<file path="config.mk">
export PLATFORM = sky130hd
export DESIGN_NAME = adc_word_repack_checksum_flat
export DESIGN_NICKNAME = d
export VERILOG_FILES = /design/src/hdl/awrc_pkg.sv /design/src/hdl/awrc_if.sv /design/src/hdl/awrc_front.sv /design/src/hdl/awrc_queue.sv /design/src/hdl/awrc_back.sv /design/src/hdl/adc_word_repack_checksum.sv /design/src/flat_wrapper.sv
export SDC_FILE = /design/constraint.sdc
export NUM_CORES = 1
export LEC_CHECK = 0
export BUFFER_PORTS_ARGS = -buffer_cell sky130_fd_sc_hd__buf_2
export CAP_MARGIN = 20
export CORE_MARGIN = 2
export CORE_UTILIZATION = 25
export CTS_CLUSTER_DIAMETER = 60
export DETAILED_ROUTE_END_ITERATION = 8
export GPL_TIMING_DRIVEN = 0
export PLACE_DENSITY = 0.53
export SETUP_SLACK_MARGIN = 0.15
export SYNTH_ARGS = -nofsm -noshare
export SYNTH_HDL_FRONTEND = slang
export SYNTH_SLANG_ARGS = --single-unit
</file>
<file path="constraint.sdc">
create_clock -name clk -period 3.6 [get_ports clk]
set_input_delay 0.54 -clock clk [delete_from_list [all_inputs] [get_ports clk]]
set_output_delay 0.54 -clock clk [all_outputs]
set_load 0.03 [all_outputs]
</file>
<file path="src/hdl/awrc_pkg.sv">
package awrc_pkg;

    // Field widths fixed by the sample format.
    localparam int WORD_W  = 32;
    localparam int BYTE_W  = 8;
    localparam int LANES   = 3;
    localparam int COUNT_W = 2;
    localparam int BPS_W   = 2;

    // Output sample width codes for the bytes_per_sample register.
    localparam logic [BPS_W-1:0] BPS_TWO   = 2'd2;
    localparam logic [BPS_W-1:0] BPS_THREE = 2'd3;
    localparam logic [BPS_W-1:0] BPS_RESET = BPS_THREE;

    // Byte counts carried with each queued word.
    localparam logic [COUNT_W-1:0] COUNT_NONE  = 2'd0;
    localparam logic [COUNT_W-1:0] COUNT_TWO   = 2'd2;
    localparam logic [COUNT_W-1:0] COUNT_THREE = 2'd3;

    // Default depth of the queue between the front and back ends.
    localparam int QUEUE_DEPTH = 2;

    // One classified word as it waits in the queue: the bytes to emit in
    // order (lane 0 first), how many of them, and the end-of-block flag.
    typedef struct packed {
        logic [LANES-1:0][BYTE_W-1:0] bytes;
        logic [COUNT_W-1:0]           count;
        logic                         last;
    } awrc_entry_t;

endpackage

</file>
<file path="src/hdl/awrc_if.sv">
// Sample word channel: one transaction carries one DMA word.
interface awrc_in_if;
    logic                             valid;
    logic                             ready;
    logic [awrc_pkg::WORD_W-1:0]      sample_word;
    logic                             block_end;

    modport source (output valid, output sample_word, output block_end, input ready);
    modport sink   (input valid, input sample_word, input block_end, output ready);
endinterface

// Byte channel: one transaction carries one packed byte and its checksum.
interface awrc_out_if;
    logic                             valid;
    logic                             ready;
    logic [awrc_pkg::BYTE_W-1:0]      out_byte;
    logic [awrc_pkg::BYTE_W-1:0]      running_sum;
    logic                             block_done;

    modport source (output valid, output out_byte, output running_sum, output block_done,
                    input ready);
    modport sink   (input valid, input out_byte, input running_sum, input block_done,
                    output ready);
endinterface

</file>
<file path="src/hdl/awrc_front.sv">
module awrc_front (
    input  logic                            clk,
    input  logic                            rst_n,
    awrc_in_if.sink                         sample_stream,
    input  logic                            bytes_per_sample_wr_en,
    input  logic [awrc_pkg::BPS_W-1:0]      bytes_per_sample_wr_data,
    input  logic                            queue_full,
    output logic                            push,
    output awrc_pkg::awrc_entry_t           push_entry
);

    logic [awrc_pkg::BPS_W-1:0] bps_reg;
    logic [awrc_pkg::BPS_W-1:0] bps_next;

    always_comb
    begin
        bps_next = bps_reg;
        if (bytes_per_sample_wr_en)
        begin
            bps_next = bytes_per_sample_wr_data;
        end
    end

    always_ff @(posedge clk or negedge rst_n)
    begin
        if (!rst_n)
        begin
            bps_reg <= awrc_pkg::BPS_RESET;
        end
        else
        begin
            bps_reg <= bps_next;
        end
    end

    assign sample_stream.ready = !queue_full;
    assign push                = sample_stream.valid && !queue_full;

    // Select the bytes to keep and how many; unsupported widths keep none
    // but the word is still queued so that its end-of-block flag takes effect.
    always_comb
    begin
        push_entry.last  = sample_stream.block_end;
        push_entry.bytes = sample_stream.sample_word[awrc_pkg::LANES*awrc_pkg::BYTE_W-1:0];
        push_entry.count = awrc_pkg::COUNT_NONE;
        case (bps_reg)
            awrc_pkg::BPS_THREE:
            begin
                push_entry.count = awrc_pkg::COUNT_THREE;
            end
            awrc_pkg::BPS_TWO:
            begin
                push_entry.bytes = sample_stream.sample_word[awrc_pkg::WORD_W-1:awrc_pkg::BYTE_W];
                push_entry.count = awrc_pkg::COUNT_TWO;
            end
            default:
            begin
                push_entry.count = awrc_pkg::COUNT_NONE;
            end
        endcase
    end

endmodule

</file>
<file path="src/hdl/awrc_queue.sv">
module awrc_queue #(
    parameter int DEPTH = awrc_pkg::QUEUE_DEPTH
) (
    input  logic                  clk,
    input  logic                  rst_n,
    input  logic                  push,
    input  awrc_pkg::awrc_entry_t push_entry,
    output logic                  full,
    input  logic                  pop,
    output awrc_pkg::awrc_entry_t head_entry,
    output logic                  empty
);

    localparam int PTR_W = (DEPTH > 1) ? $clog2(DEPTH) : 1;
    localparam int CNT_W = $clog2(DEPTH + 1);

    awrc_pkg::awrc_entry_t mem_reg [DEPTH];

    logic [PTR_W-1:0] wr_ptr_reg;
    logic [PTR_W-1:0] wr_ptr_next;
    logic [PTR_W-1:0] rd_ptr_reg;
    logic [PTR_W-1:0] rd_ptr_next;
    logic [CNT_W-1:0] count_reg;
    logic [CNT_W-1:0] count_next;

    assign full       = (count_reg == CNT_W'(DEPTH));
    assign empty      = (count_reg == '0);
    assign head_entry = mem_reg[rd_ptr_reg];

    always_comb
    begin
        wr_ptr_next = wr_ptr_reg;
        rd_ptr_next = rd_ptr_reg;
        count_next  = count_reg;
        if (push)
        begin
            wr_ptr_next = (wr_ptr_reg == PTR_W'(DEPTH - 1)) ? '0 : wr_ptr_reg + PTR_W'(1);
        end
        if (pop)
        begin
            rd_ptr_next = (rd_ptr_reg == PTR_W'(DEPTH - 1)) ? '0 : rd_ptr_reg + PTR_W'(1);
        end
        if (push && !pop)
        begin
            count_next = count_reg + CNT_W'(1);
        end
        else if (pop && !push)
        begin
            count_next = count_reg - CNT_W'(1);
        end
    end

    always_ff @(posedge clk or negedge rst_n)
    begin
        if (!rst_n)
        begin
            wr_ptr_reg <= '0;
            rd_ptr_reg <= '0;
            count_reg  <= '0;
        end
        else
        begin
            wr_ptr_reg <= wr_ptr_next;
            rd_ptr_reg <= rd_ptr_next;
            count_reg  <= count_next;
        end
    end

    always_ff @(posedge clk)
    begin
        if (push)
        begin
            mem_reg[wr_ptr_reg] <= push_entry;
        end
    end

endmodule

</file>
<file path="src/hdl/awrc_back.sv">
module awrc_back (
    input  logic                  clk,
    input  logic                  rst_n,
    input  awrc_pkg::awrc_entry_t head_entry,
    input  logic                  queue_empty,
    output logic                  pop,
    awrc_out_if.source            byte_stream
);

    logic [awrc_pkg::COUNT_W-1:0] idx_reg;
    logic [awrc_pkg::COUNT_W-1:0] idx_next;
    logic [awrc_pkg::BYTE_W-1:0]  sum_reg;
    logic [awrc_pkg::BYTE_W-1:0]  sum_next;
    logic                         out_valid_reg;
    logic                         out_valid_next;
    logic [awrc_pkg::BYTE_W-1:0]  out_byte_reg;
    logic [awrc_pkg::BYTE_W-1:0]  out_sum_reg;
    logic                         out_done_reg;

    logic                         head_valid;
    logic                         can_emit;
    logic                         emit;
    logic                         skip;
    logic                         is_final;
    logic [awrc_pkg::BYTE_W-1:0]  cur_byte;
    logic [awrc_pkg::BYTE_W-1:0]  sum_new;

    assign head_valid = !queue_empty;
    assign can_emit   = !out_valid_reg || byte_stream.ready;
    assign emit       = head_valid && (head_entry.count != awrc_pkg::COUNT_NONE) && can_emit;
    assign skip       = head_valid && (head_entry.count == awrc_pkg::COUNT_NONE);
    assign is_final   = (idx_reg == head_entry.count - awrc_pkg::COUNT_W'(1));
    assign pop        = skip || (emit && is_final);
    assign sum_new    = sum_reg + cur_byte;

    always_comb
    begin
        case (idx_reg)
            2'd0:    cur_byte = head_entry.bytes[0];
            2'd1:    cur_byte = head_entry.bytes[1];
            default: cur_byte = head_entry.bytes[2];
        endcase
    end

    always_comb
    begin
        idx_next       = idx_reg;
        sum_next       = sum_reg;
        out_valid_next = out_valid_reg && !byte_stream.ready;
        if (emit)
        begin
            out_valid_next = 1'b1;
            idx_next       = is_final ? '0 : idx_reg + awrc_pkg::COUNT_W'(1);
            sum_next       = (is_final && head_entry.last) ? '0 : sum_new;
        end
        else if (skip && head_entry.last)
        begin
            sum_next = '0;
        end
    end

    always_ff @(posedge clk or negedge rst_n)
    begin
        if (!rst_n)
        begin
            idx_reg       <= '0;
            sum_reg       <= '0;
            out_valid_reg <= 1'b0;
        end
        else
        begin
            idx_reg       <= idx_next;
            sum_reg       <= sum_next;
            out_valid_reg <= out_valid_next;
        end
    end

    always_ff @(posedge clk)
    begin
        if (emit)
        begin
            out_byte_reg <= cur_byte;
            out_sum_reg  <= sum_new;
            out_done_reg <= is_final && head_entry.last;
        end
    end

    assign byte_stream.valid       = out_valid_reg;
    assign byte_stream.out_byte    = out_byte_reg;
    assign byte_stream.running_sum = out_sum_reg;
    assign byte_stream.block_done  = out_done_reg;

    // A word part-way through its bytes must still be at the head of the queue.
    assert property (@(posedge clk) disable iff (!rst_n)
        (idx_reg != '0) |-> head_valid)
        else $error("byte index advanced with no word at the queue head");

    // The byte index always points inside the current word.
    assert property (@(posedge clk) disable iff (!rst_n)
        (head_valid && (head_entry.count != awrc_pkg::COUNT_NONE)) |-> (idx_reg < head_entry.count))
        else $error("byte index beyond the byte count of the head word");

    // Emitting the closing byte of a block leaves the checksum cleared.
    assert property (@(posedge clk) disable iff (!rst_n)
        (emit && is_final && head_entry.last) |=> (sum_reg == '0))
        else $error("checksum not cleared after the end of a block");

    // The block-end mark is only raised on the final byte of a flagged word.
    assert property (@(posedge clk) disable iff (!rst_n)
        (emit && !(is_final && head_entry.last)) |=> !out_done_reg)
        else $error("block end flagged on a byte that does not close a block");

endmodule

</file>
<file path="src/hdl/adc_word_repack_checksum.sv">
// ADC word repacker with running checksum. Each sample_stream transaction
// carries one 32-bit DMA word (byte 0 in bits 7:0) and a block_end flag.
// With bytes_per_sample set to 3 (the reset value) the block emits bytes 0,
// 1 and 2 of the word; with 2 it emits bytes 1 and 2; with 0 or 1 it emits
// nothing. Each byte_stream transaction carries one byte, the 8-bit wrapping
// sum of all bytes of the current block up to and including it, and
// block_done on the final byte of a word flagged as the end of a block. The
// sum returns to zero after that word, also when the word emitted no bytes.
// The back end emits one byte per clock cycle while a word is queued and
// the output is not stalled; a word in an unsupported mode leaves the
// queue without emitting a byte. The first byte of a word passes through
// the queue and the output register before it appears on the output. A
// queue of QUEUE_DEPTH words separates the input from the output, so input
// words are still taken while a finished byte waits on a stalled output.
// Write bytes_per_sample only while no words are in flight.
module adc_word_repack_checksum #(
    parameter int QUEUE_DEPTH = awrc_pkg::QUEUE_DEPTH
) (
    input  logic                            clk,
    input  logic                            rst_n,
    awrc_in_if.sink                         sample_stream,
    awrc_out_if.source                      byte_stream,
    input  logic                            bytes_per_sample_wr_en,
    input  logic [awrc_pkg::BPS_W-1:0]      bytes_per_sample_wr_data
);

    // Handshake between the front end and the queue.
    logic                  push;
    logic                  queue_full;
    awrc_pkg::awrc_entry_t push_entry;

    // Handshake between the queue and the back end.
    logic                  pop;
    logic                  queue_empty;
    awrc_pkg::awrc_entry_t head_entry;

    // The front end holds the width register, accepts words and works out
    // which bytes each one contributes.
    awrc_front u_front (
        .clk                      (clk),
        .rst_n                    (rst_n),
        .sample_stream            (sample_stream),
        .bytes_per_sample_wr_en   (bytes_per_sample_wr_en),
        .bytes_per_sample_wr_data (bytes_per_sample_wr_data),
        .queue_full               (queue_full),
        .push                     (push),
        .push_entry               (push_entry)
    );

    // The queue lets the front end keep accepting while the output stalls.
    awrc_queue #(
        .DEPTH (QUEUE_DEPTH)
    ) u_queue (
        .clk        (clk),
        .rst_n      (rst_n),
        .push       (push),
        .push_entry (push_entry),
        .full       (queue_full),
        .pop        (pop),
        .head_entry (head_entry),
        .empty      (queue_empty)
    );

    // The back end walks the bytes of the head word, keeps the checksum and
    // drives the registered output.
    awrc_back u_back (
        .clk         (clk),
        .rst_n       (rst_n),
        .head_entry  (head_entry),
        .queue_empty (queue_empty),
        .pop         (pop),
        .byte_stream (byte_stream)
    );

endmodule
</file>
<file path="src/flat_wrapper.sv">
// flat-port wrapper written by rule: the top's interface ports become plain ports
module adc_word_repack_checksum_flat 
#(
    parameter int QUEUE_DEPTH = awrc_pkg::QUEUE_DEPTH
)
  (clk, rst_n, bytes_per_sample_wr_en, bytes_per_sample_wr_data, sample_stream_valid, sample_stream_sample_word, sample_stream_block_end, sample_stream_ready, byte_stream_valid, byte_stream_out_byte, byte_stream_running_sum, byte_stream_block_done, byte_stream_ready);
  awrc_in_if sample_stream_i ();
  awrc_out_if byte_stream_i ();
  input  logic clk;
  input  logic rst_n;
  input  logic bytes_per_sample_wr_en;
  input  logic [awrc_pkg::BPS_W-1:0] bytes_per_sample_wr_data;
  input wire logic [$bits(sample_stream_i.valid)-1:0] sample_stream_valid;
  input wire logic [$bits(sample_stream_i.sample_word)-1:0] sample_stream_sample_word;
  input wire logic [$bits(sample_stream_i.block_end)-1:0] sample_stream_block_end;
  output wire logic [$bits(sample_stream_i.ready)-1:0] sample_stream_ready;
  output wire logic [$bits(byte_stream_i.valid)-1:0] byte_stream_valid;
  output wire logic [$bits(byte_stream_i.out_byte)-1:0] byte_stream_out_byte;
  output wire logic [$bits(byte_stream_i.running_sum)-1:0] byte_stream_running_sum;
  output wire logic [$bits(byte_stream_i.block_done)-1:0] byte_stream_block_done;
  input wire logic [$bits(byte_stream_i.ready)-1:0] byte_stream_ready;
  assign sample_stream_i.valid = sample_stream_valid;
  assign sample_stream_i.sample_word = sample_stream_sample_word;
  assign sample_stream_i.block_end = sample_stream_block_end;
  assign sample_stream_ready = sample_stream_i.ready;
  assign byte_stream_valid = byte_stream_i.valid;
  assign byte_stream_out_byte = byte_stream_i.out_byte;
  assign byte_stream_running_sum = byte_stream_i.running_sum;
  assign byte_stream_block_done = byte_stream_i.block_done;
  assign byte_stream_i.ready = byte_stream_ready;
  adc_word_repack_checksum #(.QUEUE_DEPTH(QUEUE_DEPTH)) u_core (.clk(clk), .rst_n(rst_n), .sample_stream(sample_stream_i), .byte_stream(byte_stream_i), .bytes_per_sample_wr_en(bytes_per_sample_wr_en), .bytes_per_sample_wr_data(bytes_per_sample_wr_data));
endmodule
</file>
# == Yosys cells after proc, flatten, opt, wreduce, memory -nomap -nowiden ==
# Memories as Yosys holds them, arrays and structs flattened.
# Cells that the tools add are included.
# classes
addsub,7
multipliers,0
div,0
order_cmp,0
n_eq_ne,5
n_shift,0
muxes,14
bitwise_logic,0
n_reduce_logical,24
# op_table
op,count
$mux 24,1
$mux 8,3
$pmux 8 s2,1
$logic_and 1x1->1,10
$add 8x8->8,1
$eq 2x2->1 const B,3
$logic_not 1->1,6
$logic_not 2->1,3
$mux 2,3
$reduce_bool 2->1,3
$mux 1,5
$add 2x1->2 const B,2
$pmux 2 s2,1
$sub 2x1->2 const B,2
$add 1x1->1 const B,2
$eq 2x1->1 const B,1
$eq 2x2->1,1
$logic_or 1x1->1,2
# word_totals
regBits,34
latchBits,0
ramBits,54
romBits,0
output_inout_bits,19
elab_cells,61
mem_count,1
# memory_table
memory,words,word_bits,rd,rd_ports_with_merged_regs,wr,line_no,text
u_core.u_queue.mem_reg,2,27,1,0,1,awrc_queue.sv:17,awrc_pkg::awrc_entry_t mem_reg [DEPTH];

# == Logic depth before layout (Yosys ltp) ==
# depth
word_depth,9
ltp_mapped,13
mapped_depth_nobuf,12

# == Modules after synthesis ==
# Synthesis repeated with hierarchy kept, for this count alone.
# hier_totals
cells_unflattened,261
hier_area_um2,4241.6
# modules_own_cells
module,n_inst,cells_per_inst,area_each_um2,seq_area_each_um2
awrc_queue,1,100,2234.6,1721.7
awrc_back,1,124,1500.2,785.8
awrc_front,1,37,506.7,52.6

# == Worst setup path after synthesis ==
# OpenSTA, ideal clock, no wires.
# synth_timing
path_kind,reg-to-reg
start,reg u_core.u_back.idx_reg[0] (netlist bit)
end,reg u_core.u_back.sum_reg[6] (netlist bit)
arrival_ns,2.894
required_time_ns,3.533
setup_slack_ns,0.639
path_stages_with_launch,14
path_buffers,2
synth_period_minus_slack_ns,2.961
path_cell_list,dfrtp_1 > inv_1 > ha_1 > clkbuf_1 > clkbuf_1 > a22oi_1 > a31oi_1 > ha_1 > fa_1 > a21o_1 > a21oi_1 > or4b_2 > o2111ai_1 > a22o_1
# synth_between
elab_chain_cells,5
# synth_rtl
item,line_no,text
from (decl),awrc_back.sv:10,logic [awrc_pkg::COUNT_W-1:0] idx_reg;
from (signal assigned),awrc_back.sv:72,idx_reg <= idx_next;
$eq 2x1->1 or $logic_not 2->1 (tied branches),awrc_back.sv:38,case (idx_reg)
$pmux 8 s2 *,awrc_back.sv:38,
"via u_core.u_back.cur_byte, one bit",awrc_back.sv:25,logic [awrc_pkg::BYTE_W-1:0] cur_byte;
$add 8x8->8 *,awrc_back.sv:34,assign sum_new = sum_reg + cur_byte;
"via u_core.u_back.sum_new, one bit",awrc_back.sv:26,logic [awrc_pkg::BYTE_W-1:0] sum_new;
$mux 8 *,awrc_back.sv:54,sum_next = (is_final && head_entry.last) ? '0 : sum_new;
$mux 8 *,awrc_back.sv:50,if (emit)
to (signal assigned),awrc_back.sv:73,sum_reg <= sum_next;
to (decl),awrc_back.sv:12,logic [awrc_pkg::BYTE_W-1:0] sum_reg;
# Mark *: on every way through the listed nets, which the timed path passes. The rest lies on a longest branch.
# A chain may end at the register's enable or synchronous reset.

# == Worst setup path after layout ==
# Same ends and word-level chain as after synthesis.

==> flow_summary.ini <==
[final_layout]
fin_area_mm2 = 0.00486
largest_reg_flops = 54
fillCellCount = 1525
diodes = 0
syn_to_final_growth_pct = 23.9
layout.nets = 376
layout-drive-gt1-share = 0.398

[run]
max_cap_violations = 0

[yosys]
synth_adder_area_share = 0.0402
synth.area.mux_share = 0.142
synth-seq-cells = 88
synth.avg_cell_area_um2 = 15.6
synth.distinct_cells = 39
synth_fp_nets = 304
synth_xor_area_frac = 0.0268
synth_area_leaders = edfxtp_1 54%, mux2_2 12%, dfrtp_1 9.6%
synth_top_area_cell = edfxtp_1
synth_compound_area_frac = 0.0775
synth_top_family_by_area = multiplexers
synth-seq-area-share = 0.652
synth-simple-area-share = 0.0418
synth_cells = 252
synth_area_mm2 = 0.00392
synth_top_cell_area_share = 0.543
ys_warn_count = 0

[die]
rows = 45
die_area_mm2 = 0.0167
die_h_um = 129
die_w_um = 129
io_pins = 59
core_mm2 = 0.0153
start_util = 0.257

[detailed_routing]
firstDrtPassIters = 4
wl_met1_um = 3750
vias = 2369
wire_per_inst_um = 15.2
wl_met3_um = 403
dr.first_iter.drc_count = 106
drc_errors = 0
vias_per_cell = 4.39
dr_wl_met2_um = 3950
highest_layer = met4
drt.antenna.violating_nets = 0
routed_wl_um = 8220

[setup_path]
worstPathMaxFanout = 10
cp.required_ns = 3.87
reg2reg_slack_ns = 0.25
crit_path_end_kind = flip-flop
crit_family = compound AO/OA/AOI/OAI gates
cpMostUsedCell = ha_1
start_kind = flip-flop
crit_chain = inv_1 -> ha_1 -> clkbuf_2 -> clkbuf_4 -> a22oi_1 -> a31oi_2 -> ha_1 -> fa_1 -> a21o_1 -> a21oi_1 -> or4b_2 -> o2111ai_1 -> a22o_1
critPathBufInv = 3
worstSetupPathType = flip-flop to flip-flop
slowest_stage = or4b_2
max_stage_delay_ns = 0.62
worstPathArrival_ns = 3.62

[timing]
fmax_mhz = 299
drv_slew = 0
slew_headroom = 0.512
hold_viol = 0
finalSetupTns_ns = 0
fin_skew_ns = 0.00594
finalCritPeriodShare = 0.930
rsz0062_at_grt = true
period_needed_ns = 3.35
setup_viol = 0
tightest_slew_ns = 0.732

[global_route]
grt.total_usage = 0.102
grt_pass1_vias = 2452
grt_max_degree = 23
antenna_found_initial = 0
grt_pass1_wl_um = 12700
gr-total-overflow = 0

[clocking]
ctsRootBufferMaster = clkbuf_16
cts_buffer_depth = 2
htree_levels = 3
cts_made_buffers = 9
cts.clk_slew.worst_paths_ns = 0.07
clk_latency_ns = 0.34
cts_tree = done
cts_sinks = 88

[run_status]
status = complete, no violations

[power_and_ir_drop]
leakage_nw = 1.86
peakVddDrop_mv = 0.306
p_per_area_mw_per_mm2 = 1010

[placed_design]
place_area_mm2 = 0.00454
place_hpwl_um = 5840
gp_congestion = 0.780
portBuffers = 58

[worst_hold_path]
hp-class = input pin to asynchronous set/reset pin
==> power by group <==
group          internal, W  switching [W]  total [W]
clock network     0.000541       0.000393   0.000934
registers          0.00160       0.000117    0.00172
logic             0.000899        0.00138    0.00228
==> cells in the mapped netlist (all sizes together) <==
master,number
a31oi,2
nor2,5
xnor2,7
inv,7
clkbuf,8
mux2,42
edfxtp,71
o21a,1
o22ai,1
a211oi,2
o31ai,1
nand2,7
and3,2
buf,3
dfrtp,15
nor3,8
a21o,2
o21bai,1
nand2b,2
xor2,5
o21ai,3
dfstp,2
a22oi,2
a32o,1
mux2i,8
a21oi,8
fa,1
or3,2
a221o,6
a22o,9
or4b,1
nor2b,2
and2,3
ha,11
o2111ai,1
==> layer usage <==
layer / up-vias / track usage
met3: 9 / 0.0293
li1: 1118 / -
met5: - / 0
met4: 0 / 0.0364
met1: 1181 / 0.125
met2: 61 / 0.173
==> kinds of logic (layout without fill, tap and decap cells) <==
family,Yosys count,count (layout)
and+or+nand+nor,32,32
xor gates and xnor gates,12,12
adders and majority gates,12,12
DFF,88,88
buffers and inverters,18,95
muxes,50,50
AOI/OAI and AO/OA,40,40
==> timing repair <==
item,4_1_cts,5_1_grt
pin swaps,0,1
setup endpoints to repair,4,4
setup buffers,0,1
resized for setup,5,7
hold buffers,0,0
==> placed cells by master, fill, tap and decap left out, types with 3 or more instances in the layout <==
| cell | netlist | layout |
|---|---|---|
| mux2i_1 | 8 | 8 |
| nor2_1 | 5 | 4 |
| dfrtp_1 | 15 | 15 |
| clkbuf_1 | 8 | 5 |
| a21oi_1 | 8 | 8 |
| mux2_2 | 41 | 41 |
| buf_2 | 1 | 59 |
| nor3_1 | 8 | 8 |
| nand2_1 | 7 | 7 |
| and2_1 | 3 | 3 |
| inv_1 | 7 | 6 |
| o21ai_0 | 3 | 3 |
| ha_1 | 11 | 11 |
| edfxtp_1 | 71 | 71 |
| clkbuf_2 | 0 | 3 |
| clkinvlp_4 | 0 | 3 |
| a22o_1 | 9 | 9 |
| xnor2_1 | 7 | 7 |
| clkbuf_16 | 0 | 9 |
| xor2_1 | 5 | 5 |
| a221o_1 | 6 | 6 |
==> final cells by class <==
cell class	instances	area, um2	share of cell area
Timing Repair Buffer	61	353	0.0726
Tap cell	211	264	0.0543
Multi-Input combinational cell	146	1300	0.267
Buffer	11	61.3	0.0126
Clock buffer	10	229	0.0471
Clock inverter	6	66.3	0.0136
Sequential cell	88	2560	0.527
Inverter	7	30.0	0.00618
==> path summary, 6_finish.rpt <==
path	end	from	cells past startpoint
max	u_core.u_back.sum_reg[6]$_DFFE_PN0P_	u_core.u_back.idx_reg[0]$_DFFE_PN0P_	13
min reg2reg	u_core.u_queue.wr_ptr_reg$_DFFE_PN0P_	u_core.u_queue.wr_ptr_reg$_DFFE_PN0P_	1
min	u_core.u_back.idx_reg[1]$_DFFE_PN0P_	rst_n	1
max reg2reg	u_core.u_back.sum_reg[6]$_DFFE_PN0P_	u_core.u_back.idx_reg[0]$_DFFE_PN0P_	13
max in group asynchronous	u_core.u_front.bps_reg[0]$_DFFE_PN1P_	rst_n	1
min in group clk	u_core.u_queue.mem_reg[1][0]$_DFFE_PP_	sample_stream_block_end	1
==> metrics by stage <==
step           worst slack [ns]   util  total power, W  hold WS, ns  instances
2_1_floorplan             0.639      -         0.00333        0.244        252
3_3_place_gp             -0.184  0.293         0.00386        0.477        521
3_5_place_dp             -0.273  0.297         0.00398        0.497        523
4_1_cts                   0.172  0.317         0.00494        0.138        539
5_1_grt                   0.142  0.318         0.00522        0.151        540
6_report                  0.253  0.318         0.00493        0.135        540
Power figures use the tool's default switching activity.
